<file path="src/hdl/dpfr_pkg.sv">
// package for the demand paging fifo replacement unit
// types, sizing constants and status codes; no dependencies
package dpfr_pkg;

	localparam int PageBytesDef = 16;
	localparam int PagesDef     = 64;
	localparam int FramesDef    = 8;

	localparam int VaddrW  = 16;
	localparam int LimitW  = 11;
	localparam int WrPageW = 7;
	localparam int StatusW = 3;
	localparam int FrameW  = 3;
	localparam int OffsetW = 4;
	localparam int PageW   = 6;
	localparam int CfgIdxW = 1;
	localparam int CfgDataW = 11;

	localparam logic [LimitW-1:0]  ExecLimitRst = 11'd1024;
	localparam logic [WrPageW-1:0] WrFromRst    = 7'd32;

	typedef enum logic [StatusW-1:0] {
		ST_HIT      = 3'd0,
		ST_DISK     = 3'd1,
		ST_SWAP     = 3'd2,
		ST_RANGE    = 3'd3,
		ST_READONLY = 3'd4
	} status_t;

	typedef enum logic [CfgIdxW-1:0] {
		REG_EXEC_LIMIT = 1'd0,
		REG_WR_FROM    = 1'd1
	} reg_idx_t;

	typedef struct packed {
		logic              action;
		logic [VaddrW-1:0] vaddr;
	} in_word_t;

	typedef struct packed {
		logic [StatusW-1:0] status;
		logic [FrameW-1:0]  frame;
		logic [OffsetW-1:0] offset;
		logic               evicted;
		logic [PageW-1:0]   evicted_page;
		logic               writeback;
	} out_word_t;

endpackage

</file>
<file path="src/hdl/dpfr_front.sv">
// front part: range and permission check, page/offset split, queue push
// depends on dpfr_pkg
module dpfr_front #(
	parameter int PAGE_BYTES = dpfr_pkg::PageBytesDef,
	parameter int PAGES      = dpfr_pkg::PagesDef
) (
	input  logic                          clk,
	input  logic                          arst_n,
	input  logic                          start,
	input  dpfr_pkg::in_word_t            in_word,
	input  logic [dpfr_pkg::LimitW-1:0]   exec_limit,
	input  logic [dpfr_pkg::WrPageW-1:0]  wr_from,
	input  logic                          q_full,
	output logic                          busy,
	output logic                          push_s1,
	output logic                          store_s1,
	output logic [$clog2(PAGES)-1:0]      page_s1,
	output logic [dpfr_pkg::OffsetW-1:0]  offset_s1,
	output dpfr_pkg::status_t             pre_s1
);
	localparam int OffW = $clog2(PAGE_BYTES);
	localparam int PgW  = $clog2(PAGES);

	logic [dpfr_pkg::VaddrW-1:0] page_full;
	logic                        refuse_rng, refuse_ro;

	assign busy = q_full;
	assign page_full = in_word.vaddr >> OffW;
	assign refuse_rng = ({5'd0, exec_limit} <= in_word.vaddr) ||
		(page_full >= dpfr_pkg::VaddrW'(PAGES));
	assign refuse_ro = in_word.action &&
		(page_full < dpfr_pkg::VaddrW'(wr_from));

	always_ff @(posedge clk or negedge arst_n) begin
		if (!arst_n) begin
			push_s1 <= 1'b0;
		end else begin
			push_s1 <= start && !busy;
		end
	end

	always_ff @(posedge clk) begin
		if (start && !busy) begin
			store_s1  <= in_word.action;
			page_s1   <= page_full[PgW-1:0];
			offset_s1 <= dpfr_pkg::OffsetW'(in_word.vaddr[OffW-1:0]);
			pre_s1    <= refuse_rng ? dpfr_pkg::ST_RANGE :
				(refuse_ro ? dpfr_pkg::ST_READONLY : dpfr_pkg::ST_HIT);
		end
	end
endmodule

</file>
<file path="src/hdl/dpfr_queue.sv">
// short fifo between front and back parts
// depends on dpfr_pkg
module dpfr_queue #(
	parameter int PAGES = dpfr_pkg::PagesDef
) (
	input  logic                         clk,
	input  logic                         arst_n,
	input  logic                         push,
	input  logic                         store_in,
	input  logic [$clog2(PAGES)-1:0]     page_in,
	input  logic [dpfr_pkg::OffsetW-1:0] offset_in,
	input  dpfr_pkg::status_t            pre_in,
	input  logic                         pop,
	output logic                         full,
	output logic                         not_empty,
	output logic                         store_out,
	output logic [$clog2(PAGES)-1:0]     page_out,
	output logic [dpfr_pkg::OffsetW-1:0] offset_out,
	output dpfr_pkg::status_t            pre_out
);
	localparam int EW = 1 + $clog2(PAGES) + dpfr_pkg::OffsetW + dpfr_pkg::StatusW;

	logic [EW-1:0] ent_q [2];
	logic          wp_q, rp_q;
	logic [1:0]    cnt_q;
	logic [EW-1:0] rd;

	// entry count of two keeps the front one item ahead of the back
	// a word still in the front register counts against the free space
	assign full = (cnt_q == 2'd2) || ((cnt_q == 2'd1) && push);
	assign not_empty = (cnt_q != 2'd0);
	assign rd = ent_q[rp_q];
	assign store_out = rd[EW-1];
	assign page_out = rd[EW-2 -: $clog2(PAGES)];
	assign offset_out = rd[dpfr_pkg::StatusW +: dpfr_pkg::OffsetW];
	assign pre_out = dpfr_pkg::status_t'(rd[dpfr_pkg::StatusW-1:0]);

	always_ff @(posedge clk or negedge arst_n) begin
		if (!arst_n) begin
			wp_q  <= 1'b0;
			rp_q  <= 1'b0;
			cnt_q <= 2'd0;
		end else begin
			if (push) wp_q <= ~wp_q;
			if (pop) rp_q <= ~rp_q;
			cnt_q <= cnt_q + {1'b0, push} - {1'b0, pop};
		end
	end

	always_ff @(posedge clk) begin
		if (push) begin
			ent_q[wp_q] <= {store_in, page_in, offset_in, pre_in};
		end
	end
endmodule

</file>
<file path="src/hdl/dpfr_back.sv">
// back part: page table lookup, fifo frame allocation and eviction
// depends on dpfr_pkg
module dpfr_back #(
	parameter int PAGES  = dpfr_pkg::PagesDef,
	parameter int FRAMES = dpfr_pkg::FramesDef
) (
	input  logic                         clk,
	input  logic                         arst_n,
	input  logic                         valid,
	input  logic                         store,
	input  logic [$clog2(PAGES)-1:0]     page,
	input  logic [dpfr_pkg::OffsetW-1:0] offset,
	input  dpfr_pkg::status_t            pre,
	output logic                         ready,
	output logic                         done,
	output dpfr_pkg::out_word_t          result
);
	localparam int PgW = $clog2(PAGES);
	localparam int FrW = (FRAMES > 1) ? $clog2(FRAMES) : 1;
	localparam int FcW = $clog2(FRAMES + 1);

	logic [PAGES-1:0]  res_q, wr_q;
	logic [FrW-1:0]    pframe_q [PAGES];
	logic [PgW-1:0]    owner_q [FRAMES];
	logic [FcW-1:0]    filled_q;
	logic [FrW-1:0]    vict_q;

	// word under processing, with its frame table entry read on capture
	logic                         act_s2, store_s2;
	logic [PgW-1:0]               page_s2;
	logic [dpfr_pkg::OffsetW-1:0] offset_s2;
	dpfr_pkg::status_t            pre_s2;
	logic [FrW-1:0]               pfrm_s2;

	logic              take, refused, hit, full_f;
	logic [FrW-1:0]    frame_c, next_v;
	logic [PgW-1:0]    owner;

	// each word: capture and table read, then resolve and update; ready only when idle
	assign ready = !act_s2;
	assign take = valid && !act_s2;

	assign refused = (pre_s2 != dpfr_pkg::ST_HIT);
	assign hit = res_q[page_s2];
	assign full_f = (filled_q == FcW'(FRAMES));
	assign owner = owner_q[vict_q];
	assign frame_c = hit ? pfrm_s2 : (full_f ? vict_q : FrW'(filled_q));
	assign next_v = (vict_q == FrW'(FRAMES - 1)) ? '0 : vict_q + 1'b1;

	always_ff @(posedge clk or negedge arst_n) begin
		if (!arst_n) begin
			act_s2   <= 1'b0;
			res_q    <= '0;
			wr_q     <= '0;
			filled_q <= '0;
			vict_q   <= '0;
			done     <= 1'b0;
		end else begin
			act_s2 <= take;
			done   <= act_s2;
			if (act_s2 && !refused) begin
				if (!hit) begin
					if (full_f) begin
						res_q[owner] <= 1'b0;
						vict_q <= next_v;
					end else begin
						filled_q <= filled_q + 1'b1;
					end
					res_q[page_s2] <= 1'b1;
				end
				if (store_s2) wr_q[page_s2] <= 1'b1;
			end
		end
	end

	always_ff @(posedge clk) begin
		if (take) begin
			store_s2  <= store;
			page_s2   <= page;
			offset_s2 <= offset;
			pre_s2    <= pre;
			pfrm_s2   <= pframe_q[page];
		end
	end

	always_ff @(posedge clk) begin
		if (act_s2 && !refused && !hit) begin
			owner_q[frame_c]  <= page_s2;
			pframe_q[page_s2] <= frame_c;
		end
	end

	always_ff @(posedge clk) begin
		if (act_s2) begin
			result.offset       <= offset_s2;
			result.status       <= refused ? pre_s2 :
				(hit ? dpfr_pkg::ST_HIT :
				(wr_q[page_s2] ? dpfr_pkg::ST_SWAP : dpfr_pkg::ST_DISK));
			result.frame        <= refused ? '0 : dpfr_pkg::FrameW'(frame_c);
			result.evicted      <= !refused && !hit && full_f;
			result.evicted_page <= (!refused && !hit && full_f) ?
				dpfr_pkg::PageW'(owner) : '0;
			result.writeback    <= !refused && !hit && full_f && wr_q[owner];
		end
	end
endmodule

</file>
<file path="src/hdl/demand_paging_fifo_replacement_unit.sv">
// top level of the demand paging fifo replacement unit
// depends on dpfr_pkg, dpfr_front, dpfr_queue, dpfr_back
//
// A word accepted on start (busy low) gives one result word on done after it
// passes the front register, the queue, the back capture with table read and
// the back result register. The back part takes a new word only once the last
// one is resolved; busy rises while the queue and the front register together
// hold two waiting words. Results cannot be held off.
module demand_paging_fifo_replacement_unit #(
	parameter int PAGE_BYTES = dpfr_pkg::PageBytesDef,
	parameter int PAGES      = dpfr_pkg::PagesDef,
	parameter int FRAMES     = dpfr_pkg::FramesDef
) (
	input  logic                          clk,
	input  logic                          arst_n,
	input  logic                          start,
	output logic                          busy,
	input  dpfr_pkg::in_word_t            in_word,
	output logic                          done,
	output dpfr_pkg::out_word_t           result,
	input  logic                          cfg_valid,
	output logic                          cfg_ready,
	input  logic [dpfr_pkg::CfgIdxW-1:0]  cfg_index,
	input  logic [dpfr_pkg::CfgDataW-1:0] cfg_data
);
	logic [dpfr_pkg::LimitW-1:0]  exec_limit_q;
	logic [dpfr_pkg::WrPageW-1:0] wr_from_q;
	logic                         push_s1, store_s1, q_full, q_ne;
	logic [$clog2(PAGES)-1:0]     page_s1, q_page;
	logic [dpfr_pkg::OffsetW-1:0] offset_s1, q_off;
	dpfr_pkg::status_t            pre_s1, q_pre;
	logic                         q_store;
	logic                         back_rdy;

	// configuration registers, always writable
	assign cfg_ready = 1'b1;
	always_ff @(posedge clk or negedge arst_n) begin
		if (!arst_n) begin
			exec_limit_q <= dpfr_pkg::ExecLimitRst;
			wr_from_q    <= dpfr_pkg::WrFromRst;
		end else if (cfg_valid) begin
			unique case (dpfr_pkg::reg_idx_t'(cfg_index))
				dpfr_pkg::REG_EXEC_LIMIT: exec_limit_q <= cfg_data;
				dpfr_pkg::REG_WR_FROM:    wr_from_q <= cfg_data[dpfr_pkg::WrPageW-1:0];
				default: ;
			endcase
		end
	end

	dpfr_front #(.PAGE_BYTES(PAGE_BYTES), .PAGES(PAGES)) u_front (
		.clk, .arst_n, .start, .in_word,
		.exec_limit(exec_limit_q), .wr_from(wr_from_q), .q_full,
		.busy, .push_s1, .store_s1, .page_s1, .offset_s1, .pre_s1
	);

	// back part pops the head word whenever it is idle
	dpfr_queue #(.PAGES(PAGES)) u_queue (
		.clk, .arst_n, .push(push_s1), .store_in(store_s1), .page_in(page_s1),
		.offset_in(offset_s1), .pre_in(pre_s1), .pop(q_ne && back_rdy),
		.full(q_full), .not_empty(q_ne), .store_out(q_store),
		.page_out(q_page), .offset_out(q_off), .pre_out(q_pre)
	);

	dpfr_back #(.PAGES(PAGES), .FRAMES(FRAMES)) u_back (
		.clk, .arst_n, .valid(q_ne), .store(q_store), .page(q_page),
		.offset(q_off), .pre(q_pre), .ready(back_rdy), .done, .result
	);

	// refused words carry no frame and no eviction
	a_refused_clean: assert property (@(posedge clk) disable iff (!arst_n)
		done && (result.status == dpfr_pkg::ST_RANGE ||
			result.status == dpfr_pkg::ST_READONLY)
		|-> result.frame == '0 && !result.evicted && !result.writeback)
		else $error("refused word with frame or eviction");

	// writeback only alongside an eviction
	a_wb_evict: assert property (@(posedge clk) disable iff (!arst_n)
		done && result.writeback |-> result.evicted)
		else $error("writeback without eviction");

	// an eviction is always a fault
	a_evict_fault: assert property (@(posedge clk) disable iff (!arst_n)
		done && result.evicted |->
		(result.status == dpfr_pkg::ST_DISK || result.status == dpfr_pkg::ST_SWAP))
		else $error("eviction on non-fault");
endmodule

</file>
<file path="config.mk">
export PLATFORM = sky130hd
export DESIGN_NAME = demand_paging_fifo_replacement_unit
export DESIGN_NICKNAME = d
export VERILOG_FILES = /design/src/hdl/dpfr_pkg.sv /design/src/hdl/dpfr_front.sv /design/src/hdl/dpfr_queue.sv /design/src/hdl/dpfr_back.sv /design/src/hdl/demand_paging_fifo_replacement_unit.sv
export SDC_FILE = /design/constraint.sdc
export NUM_CORES = 1
export LEC_CHECK = 0
export ABC_AREA = 1
export BUFFER_PORTS_ARGS = -buffer_cell sky130_fd_sc_hd__buf_2
export CAP_MARGIN = 10
export CORE_MARGIN = 2
export CORE_UTILIZATION = 63
export DETAILED_ROUTE_END_ITERATION = 16
export PLACE_DENSITY_LB_ADDON = 0.1
export SYNTH_ARGS = -nofsm -noshare
export SYNTH_HDL_FRONTEND = slang
export SYNTH_SLANG_ARGS = --single-unit
</file>
<file path="constraint.sdc">
create_clock -name clk -period 4.7 [get_ports clk]
set_input_delay 0.235 -clock clk [delete_from_list [all_inputs] [get_ports clk]]
set_output_delay 0.235 -clock clk [all_outputs]
set_load 0.1 [all_outputs]
</file>
==> results of run 1 <==
==> critical path, cell delays in order (launching register included) <==
cell,delay [ps]
dfrtp_1,710
inv_1,360
nand3_1,190
nand3_2,520
nand2_2,610
buf_4,320
nand2_1,80
nand3_1,80
nand2_1,60
o21ai_0,300
nand2_1,130
nor2_1,110
nand2_1,50
nor2_1,110
==> routing by layer <==
metal	vias up	share of wire	routed length, microns
li1	7906	-	-
met3	201	0.086	5410
met5	-	0	0
met4	0	0.049	3070
met2	922	0.48	30200
met1	8277	0.38	24200
==> flip-flops by register name, indices dropped and copies added, names as in the netlist, 3 cells and up <==
register / count
u_front.page_s1: 6
u_back.page_s2: 6
u_back.res_q: 64
u_back.result: 18
exec_limit_q: 11
u_queue.ent_q: 26
u_back.pframe_q: 192
u_back.pfrm_s2: 3
wr_from_q: 7
u_back.filled_q: 4
u_back.owner_q: 48
u_back.offset_s2: 4
u_back.wr_q: 64
u_front.offset_s1: 4
u_back.vict_q: 3
==> Yosys cell counts (2+ instances only) <==
cell type and count:
nor2_1 278, nor2_4 6, buf_4 11, xor2_1 6, nand2_1 466, nand2_2 4
o21ai_0 218, buf_2 35, buf_6 15, o21ai_2 2, edfxtp_1 313, inv_2 5
o22ai_1 31, dfrtp_1 158, nand4_1 3, mux2_2 4, a21oi_1 19, clkbuf_2 2
o21ai_1 88, nor2_2 17, clkbuf_1 55, nor3_1 12, or2_2 15, o221ai_1 20
o21bai_1 8, dfstp_2 2, nand3_1 96, inv_1 294, a31oi_1 64, ha_1 23
o211ai_1 48
==> area by class of cell <==
class                           count  area [sq um]  share of cell area
Sequential cell                   473         13400               0.548
Multi-Input combinational cell   1441          7010               0.287
Timing Repair Buffer              111           800              0.0327
Clock buffer                       69          1330              0.0543
Inverter                          301          1130              0.0463
Tap cell                          455           569              0.0233
Clock inverter                     19           211             0.00865
==> logic make-up (layout without fill, tap and decap cells) <==
group,after synthesis,after routing,synth area share
compound gates,504,504,0.130
flops,473,473,0.605
mux,4,4,0.00203
simple gates,902,902,0.166
other cells,1,1,0.000169
buf+inv,419,500,0.0801
xor+xnor,7,7,0.00277
fa+ha+maj,23,23,0.0130
==> metrics by stage <==
stage	instances	instance area [sq um]	hold slack, ps	power (mW)	setup WS (ps)
finish	2869	24500	44.8	16.2	908
global placement	2757	22700	282	12.1	1170
floorplan	2333	22200	-60.6	10.4	661
detailed placement	2757	22700	294	12.2	1110
CTS	2868	24400	29.8	16.0	1070
global route	2869	24500	73.6	16.9	736
==> worst min-delay path by stage <==
stage / end / slack, ps
2_1_floorplan: exec_limit_q[0]$_DFFE_PN0P_ / -60
3_3_place_gp: u_back.done$_DFF_PN0_ / 280
3_5_place_dp: u_back.done$_DFF_PN0_ / 290
4_1_cts: u_front.pre_s1[1]$_SDFFCE_PP1P_ / 30
5_1_grt: u_front.pre_s1[1]$_SDFFCE_PP1P_ / 70
6_report: u_front.pre_s1[1]$_SDFFCE_PP1P_ / 40
==> power groups by stage <==
stage	clock [mW]	combinational [mW]	sequential, mW
2_1_floorplan	0	3.71	6.68
3_3_place_gp	0	5.88	6.25
3_5_place_dp	0	5.97	6.27
4_1_cts	3.78	6.01	6.20
5_1_grt	3.93	6.66	6.29
6_report	3.76	6.17	6.22
==> layout by cell type (no fill, tap or decap), drive strengths merged, types with 20 or more instances in the layout <==
master / instances
nor2: 301
clkbuf: 69
ha: 23
o21ai: 309
dlygate4sd3: 23
buf: 88
o22ai: 31
inv: 302
nand2: 471
nand3: 97
edfxtp: 313
o221ai: 20
dfrtp: 158
a31oi: 64
o211ai: 48
==> reports/results.txt, run 1 <==
Resize count post-CTS = 0
via count = 17300
CTS root buf = clkbuf_16
ANT nets after route = 0
post-DR vias/cell = 6.03
Netlist Area Pre-Place = 22200 sq um
Slew Viols, Final = 0
HP Start = in_word[10]
core area = 34600 sq um
final worst path period need = 3790 ps
Post-CTS Setup Bufs = 0
M2 GR Usage = 0.571
relative slew slack = 0.239
cts bufs inserted = 47
EDFF count, synth = 313
setup violators final = 0
nature of the critical path endpoint = register
initial antenna violation count = 0
critical path peak fanout = 23
clk_skew = 17.3 ps
syn avg cell area = 9.50 sq um
post-route setup TNS = 0 ps
RSZ-0062 raised after global routing = false
drt total wl = 62.9 mm
combinational share of power = 0.382
Internal Power = 9.36 mW
Crit. Startpoint = u_back.vict_q[1]$_DFFE_PN0P_
P&R area growth vs syn = 10.4%
post-synth top area share = 0.424
CTS max path bufs = 3
htree depth = 2
period utilization = 0.807
Starting Density = 0.640
Reg clk slew, reported paths = 60 ps
Rows = 68
reg2reg path depth = 13
global-route wire length before repair = 96.0 mm
Yosys cell types = 46
crit path kind = reg -> reg
FMAX = 0.264 GHz
VDD IR-drop max = 0.000609 V
sw frac = 0.421
Clk Latency, worst-skew pair = 590 ps
Clk pwr share = 0.233
vias in the first global route = 16800
GRT Total Usage = 0.349
#FFs+latches synth = 473
residual DRC count = 0
Reg2Reg Launch Point = u_back.vict_q[1]$_DFFE_PN0P_
IO Port Bufs = 52
Final #Nets = 2431
status = finished clean
Fillers = 2604
Final Hold Fails = 0
min-delay worst type = in -> reg
Hold Crit Depth = 3
Final HPWL DP = 42.6 mm
share of cells above drive strength 1 = 0.0932
switching power = 6.79 mW
CTS Sinks = 473
Starting DRT DRC Count = 2303
met1 Resource Use GR = 0.459
Worst Setup EP = u_back.result[0]$_DFFE_PP_
n_diodes = 0
max-cap viol count = 0
Post-CTS Hold Fix Bufs = 23
GR peak layer = met2
CTS tree = yes
Synth area leader = edfxtp_1
GR Util met3 = 0.0617
Worst R2R Setup Slack = 910 ps
IO Pins = 54
Seq pwr share = 0.385
Die X = 192 microns
total die area = 36700 sq um
dominant synthesized flop cell = edfxtp_1
Ys Warns = 0
WL per Instance = 21.9 microns
Die Height = 192 microns
ys async rst share = 0.338
Static Leak = 9.84 nW
top cells by area, synth = edfxtp_1, dfrtp_1, nand2_1, inv_1, o21ai_0
total grt overflow = 0
actual slew at the worst max-slew pin = 1140 ps
pin count of the biggest net entering global routing = 97
Power Density = 660 nW/um^2
r2r endpoint = u_back.result[0]$_DFFE_PP_
drt pass-1 iters = 6
worst endpoint required time = 5140 ps
Util after Layout = 0.706
GP Congestion = 1.00
critical path arrival = 4230 ps
cells after synthesis = 2333
net count of the mapped netlist = 2389
CP Launch Type = register
Seq/Total Area, Yosys = 0.605
No activity file was read; power rests on OpenSTA's default activity.
==> run 2: changes to the inputs <==
ABC_AREA = 0   (was 1)
CORE_UTILIZATION = 62   (was 63)
clock period = 3.8 ns   (was 4.7 ns; I/O delays follow)
==> reports/results.txt, run 2 <==
Final Hold Fails = 0 (unchanged)
Final #Nets = 1816 (-25%)
Synth area leader = edfxtp_1
register bank with the most flops = u_back.pframe_q
post-route setup TNS = 0 ps (unchanged)
Ys Warns = 0 (unchanged)
CP Cell Sequence = mux4_1 > mux2_2 > nand3_1 > o22ai_1 > or4_1 > nand3_1 > nand4_1 > a2111oi_2
RSZ-0062 raised after global routing = false
most frequent cell after synthesis = edfxtp_1
ys async rst share = 0.338 (unchanged)
period utilization = 0.943 (+0.136)
setup violators final = 0 (unchanged)
max reg flops = 192 (unchanged)
Post-synth top cells = edfxtp_1, nand2_1, dfrtp_1
post-synth top area share = 0.460 (+0.0360)
Die Height = 185 microns (-3.2%)
status = finished clean
Worst R2R Setup Slack = 220 ps (-690 ps)
Fillers = 2216 (-15%)
CTS tree = yes
drt total wl = 52.1 mm (-17%)
nature of the critical path endpoint = register
GP Congestion = 0.957 (-4.3%)
vias in the first global route = 14200 (-16%)
Netlist Area Pre-Place = 20400 sq um (-7.8%)
commonest non-fill, non-tap cell in the layout = edfxtp_1
Reg clk slew, reported paths = 70 ps (about the same)
reg2reg path depth = 8 (-5)
core area = 32500 sq um (-6.3%)
r2r endpoint = u_back.result[0]$_DFFE_PP_
cells after synthesis = 1652 (-29%)
pin count of the biggest net entering global routing = 76 (-22%)
Die X = 185 microns (-3.2%)
Worst Setup EP = u_back.result[0]$_DFFE_PP_
FMAX = 0.279 GHz (+5.9%)
IO Port Bufs = 52 (unchanged)
Post-CTS Hold Fix Bufs = 23 (unchanged)
net count of the mapped netlist = 1708 (-29%)
htree depth = 2 (unchanged)
largest registers = u_back.pframe_q x192, u_back.res_q x64, u_back.wr_q x64
relative slew slack = 0.233 (-0.00619)
GR peak layer = met2
max incr delay on CP = 650 ps (-60 ps)
cts bufs inserted = 47 (unchanged)
final worst path period need = 3580 ps (-210 ps)
IO Pins = 54 (unchanged)
post-DR vias/cell = 6.38 (+5.8%)
M2 GR Usage = 0.482 (-0.0890)
Seq/Total Area, Yosys = 0.656 (+0.0513)
most used cell, CP = nand3_1
actual slew at the worst max-slew pin = 1150 ps (+9.25 ps)
GRT Total Usage = 0.314 (-0.0355)
Rows = 66 (-2.9%)
top cells by area, synth = edfxtp_1, dfrtp_1, nand2_1, o21ai_0, nand3_1
clk_skew = 30.5 ps (+13.3 ps)
crit path kind = reg -> reg
crit path buf inv count = 0 (-2)
drt pass-1 iters = 6 (unchanged)
WL per Instance = 23.2 microns (+6.1%)
worst endpoint required time = 4180 ps (-960 ps)
Starting Density = 0.629 (-0.0105)
Resize count post-CTS = 0 (unchanged)
#FFs+latches synth = 473 (unchanged)
VDD IR-drop max = 0.000669 V (+9.9%)
Slowest cell on crit path = mux4_1
critical path arrival = 3970 ps (-260 ps)
Power Density = 775 nW/um^2 (+17%)
Clk Latency, worst-skew pair = 570 ps (-20 ps)
GR Util met3 = 0.0759 (+0.0142)
critical path peak fanout = 12 (-48%)
residual DRC count = 0 (unchanged)
CP Launch Type = register
commonest cells after routing, fill and taps aside = edfxtp_1, nand2_1, dfrtp_1
met1 Resource Use GR = 0.442 (-0.0177)
total power = 18.1 mW (+12%)
Starting DRT DRC Count = 1493 (-35%)
Final HPWL DP = 33.8 mm (-21%)
CTS Sinks = 473 (unchanged)
total grt overflow = 0 (unchanged)
total die area = 34400 sq um (-6.2%)
family with the most delay on the worst path = simple AND/OR/NAND/NOR gates
Post-CTS Setup Bufs = 0 (unchanged)
dominant synthesized flop cell = edfxtp_1
Reg2Reg Launch Point = u_back.vict_q[0]$_DFFE_PN0P_
global-route wire length before repair = 80.2 mm (-16%)
share of cells above drive strength 1 = 0.160 (+0.0664)
max-cap viol count = 0 (unchanged)
CTS root buf = clkbuf_16
P&R area growth vs syn = 14.2%
Static Leak = 8.95 nW (-9.0%)
initial antenna violation count = 1 (+1)
via count = 14300 (-17%)
min-delay worst type = in -> reg
ANT nets after route = 0 (unchanged)
Crit path depth = 8 (-5)
CTS max path bufs = 3 (unchanged)
Yosys cell types = 66 (+43%)
Slew Viols, Final = 0 (unchanged)
syn avg cell area = 12.4 sq um (+30%)
EDFF count, synth = 313 (unchanged)
Crit. Startpoint = u_back.vict_q[0]$_DFFE_PN0P_
## run 2: cell count changes in the layout (fill, tap and decap cells not counted), moves of 81 or more
cell	before	now
o21ai_0	217	136
nand2_1	466	260
inv_1	293	35
o21ai_1	86	1
nor2_1	278	105
## run 2: power breakdown
group	leakage, nW	switching [mW]	internal, mW
clock network	0.755	1.90	2.61
registers	5.02	0.697	6.96
logic	3.17	4.07	1.84
## run 2: worst min path at each step
stage	startpoint	endpoint	slack (ps)	depth (start not counted)
finish	in_word[11]	u_front.pre_s1[2]$_SDFFCE_PP0P_	70	3
global route	in_word[11]	u_front.pre_s1[2]$_SDFFCE_PP0P_	40	3
CTS	in_word[11]	u_front.pre_s1[2]$_SDFFCE_PP0P_	20	3
detailed placement	arst_n	u_back.wr_q[46]$_DFFE_PN0P_	210	1
global placement	arst_n	u_back.wr_q[47]$_DFFE_PN0P_	210	1
floorplan	arst_n	exec_limit_q[0]$_DFFE_PN0P_	-110	0
## run 2: worst reg2reg max path: stages (launching register included)
cell and delay, ps:
dfrtp_1 610, mux4_1 650, mux2_2 420, nand3_1 510
o22ai_1 150, or4_1 520, nand3_1 100, nand4_1 120
a2111oi_2 350
## run 2: cells by family after synthesis
group	Yosys count	share of synthesized area
buffers and inverters	141	0.0281
DFF	473	0.656
adders and majority gates	23	0.0141
muxes	93	0.0649
xor gates and xnor gates	6	0.00257
other	1	0.000184
AOI/OAI and AO/OA	343	0.110
and+or+nand+nor	572	0.123
## run 2: cell type report
class                           instances  area, sq um  share of cell area
Multi-Input combinational cell       1038         6490               0.278
Antenna cell                            1         2.50            0.000107
Sequential cell                       473        13400               0.575
Clock buffer                           63         1340              0.0575
Tap cell                              442          553              0.0237
Clock inverter                         24          171             0.00735
Inverter                               38          143             0.00612
Timing Repair Buffer                  162         1210              0.0520
## run 2: metal layers
metal,share of wire,vias up
met3,0.11,159
met5,0,-
li1,-,6324
met1,0.41,7002
met4,0.033,0
met2,0.45,818
## run 2: per-stage QoR
stage	instances	util	hold slack [ps]	instance area, sq um	worst slack (ps)
after floorplan	1652	-	-106	20400	8.53
after global placement	2129	0.664	210	21600	362
after detailed placement	2129	0.664	214	21600	291
after CTS	2239	0.718	19.2	23300	277
after global routing	2240	0.718	43.9	23300	48.3
final	2241	0.718	66.8	23300	218
==> run 3: changes to the inputs <==
CORE_UTILIZATION = 65   (was 62)
CTS_BUF_LIST = sky130_fd_sc_hd__clkbuf_8   (was unset)
PLACE_DENSITY = 0.83   (was unset)
PLACE_DENSITY_LB_ADDON = unset   (was 0.1)
==> reports/results.txt, run 3 (synthesized netlist as in run 2, its figures left out) <==
Starting DRT DRC Count = 2062 (+38%)
Starting Density = 0.664 (+0.0349)
total die area = 32800 sq um (-4.5%)
vias in the first global route = 14800 (+4.4%)
n_diodes = 0 (-1)
FF+latch area = 13400 sq um (unchanged)
Slew Viols, Final = 0 (unchanged)
register bank with the most flops = u_back.pframe_q
status = finished clean
Clk Latency, worst-skew pair = 620 ps (+50 ps)
residual DRC count = 0 (unchanged)
multi-input combinational cell area = 6490 sq um (about the same)
CP Launch Type = register
global-route wire length before repair = 82.0 mm (+2.2%)
CP Cell Sequence = nor2b_1 > a221o_1 > a221o_1 > a2bb2oi_1 > nand3_1 > mux2i_1 > nand2_1 > nor2_1
max layer used = met5
CTS Sinks = 473 (unchanged)
wire length on met2 = 25.0 mm (+5.8%)
max-cap viol count = 0 (unchanged)
Final #Nets = 1837 (+1.2%)
crit path buf inv count = 0 (unchanged)
CTS root buf = clkbuf_8
Die X = 181 microns (-2.3%)
metal3 WL = 6.41 mm (+16%)
max reg flops = 192 (unchanged)
initial antenna violation count = 1 (unchanged)
VDD IR-drop max = 0.000715 V (+6.8%)
ANT nets after route = 0 (unchanged)
critical path arrival = 3870 ps (-100 ps)
post-route setup TNS = 0 ps (unchanged)
final worst path period need = 3650 ps (+65.3 ps)
FMAX = 0.274 GHz (-1.8%)
Min Hold Slack = 27.7 ps (-39.1 ps)
WL per Instance = 23.9 microns (+2.6%)
total power = 17.6 mW (-2.5%)
Final HPWL DP = 33.4 mm (-1.4%)
Power Density = 762 nW/um^2 (-1.7%)
most used cell, CP = a221o_1
CTS max path bufs = 3 (unchanged)
commonest non-fill, non-tap cell in the layout = edfxtp_1
Fillers = 1904 (-14%)
crit path kind = reg -> reg
Rows = 64 (-3.0%)
Post-CTS Setup Bufs = 0 (unchanged)
cts bufs inserted = 74 (+57%)
relative slew slack = 0.222 (-0.0102)
setup violators final = 0 (unchanged)
period utilization = 0.960 (+0.0172)
core area = 30700 sq um (-5.3%)
share of cells above drive strength 1 = 0.164 (+0.00442)
GRT Total Usage = 0.327 (+0.0127)
RSZ-0062 raised after global routing = false
critical path peak fanout = 13 (+1)
Static Leak = 8.99 nW (+0.41%)
Slowest cell on crit path = edfxtp_1
worst endpoint required time = 4020 ps (-160 ps)
min-delay worst type = in -> reg
via count = 15000 (+4.8%)
nature of the critical path endpoint = register
drt pass-1 iters = 6 (unchanged)
max incr delay on CP = 620 ps (-30 ps)
actual slew at the worst max-slew pin = 1160 ps (+17.1 ps)
wl on met1 = 20.1 mm (-5.3%)
CTS tree = yes
Die Height = 181 microns (-2.3%)
post-DR vias/cell = 6.70 (+5.0%)
largest registers = u_back.pframe_q x192, u_back.res_q x64, u_back.wr_q x64
family with the most delay on the worst path = simple AND/OR/NAND/NOR gates
IO Port Bufs = 52 (unchanged)
drt total wl = 53.4 mm (+2.5%)
commonest cells after routing, fill and taps aside = edfxtp_1, nand2_1, dfrtp_1
P&R area growth vs syn = 13.2%
IO Pins = 54 (unchanged)
pin count of the biggest net entering global routing = 97 (+28%)
Final Hold Fails = 0 (unchanged)
clk_skew = 44.6 ps (+14.1 ps)
total grt overflow = 0 (unchanged)
Reg clk slew, reported paths = 60 ps (about the same)
GP Congestion = 0.935 (-2.3%)
htree depth = 3 (+1)
==> run 3: cell type report <==
class / count / share of cell area
well taps: 396 / 0.0214
clock buffers: 82 / 0.0488
inverters: 38 / 0.00617
flip-flops and latches: 473 / 0.580
multi-input cells: 1038 / 0.281
clock inverters: 54 / 0.0125
repair buffers: 156 / 0.0503
==> run 3: repair_timing <==
action	in CTS	in global routing
setup endpoints to repair	0	1
resized for setup	0	1
hold buffers	24	1
endpoints found under the hold margin	116	1
==> run 3: power by group <==
group / internal (mW) / switching, mW / leakage, nW / total [mW]
Clock: 2.13 / 1.96 / 0.823 / 4.09
Sequential: 6.97 / 0.628 / 5.02 / 7.60
Combinational: 1.76 / 4.19 / 3.14 / 5.94
Total: 10.9 / 6.77 / 8.99 / 17.6
==> run 3: worst paths after layout <==
| check | slack (ps) | cells past startpoint | startpoint | end |
|---|---|---|---|---|
| min in group asynchronous | 240 | 2 | arst_n | u_back.wr_q[45]$_DFFE_PN0P_ |
| setup / recovery | 150 | 8 | u_back.page_s2[0]$_DFFE_PP_ | u_back.owner_q[6][3]$_DFFE_PP_ |
| hold reg to reg | 450 | 0 | u_front.page_s1[4]$_DFFE_PP_ | u_queue.ent_q[0][11]$_DFFE_PP_ |
| hold / removal | 30 | 4 | in_word[12] | u_front.pre_s1[2]$_SDFFCE_PP0P_ |
| max in group asynchronous | 2630 | 3 | arst_n | u_back.res_q[4]$_DFFE_PN0P_ |
| setup reg to reg | 150 | 8 | u_back.page_s2[0]$_DFFE_PP_ | u_back.owner_q[6][3]$_DFFE_PP_ |
==> run 3: worst reg2reg max path: stages, from the launching register on <==
cell       delay, ps
edfxtp_1         620
nor2b_1          310
a221o_1          380
a221o_1          320
a2bb2oi_1        200
nand3_1          380
mux2i_1          400
nand2_1          170
nor2_1           480
==> run 3: through the flow <==
step	cells	setup slack, ps	cell area, sq um	utilization
4_1_cts	2235	131	23100	0.751
2_1_floorplan	1652	8.53	20400	-
3_5_place_dp	2075	160	21400	0.697
6_report	2237	152	23100	0.752
3_3_place_gp	2075	200	21400	0.697
5_1_grt	2237	70.3	23100	0.752
==> run 3: layer usage <==
layer	vias up	GRT usage
met3	168	0.0786
met5	-	0
li1	6369	-
met4	2	0.131
met2	1112	0.520
met1	7338	0.440
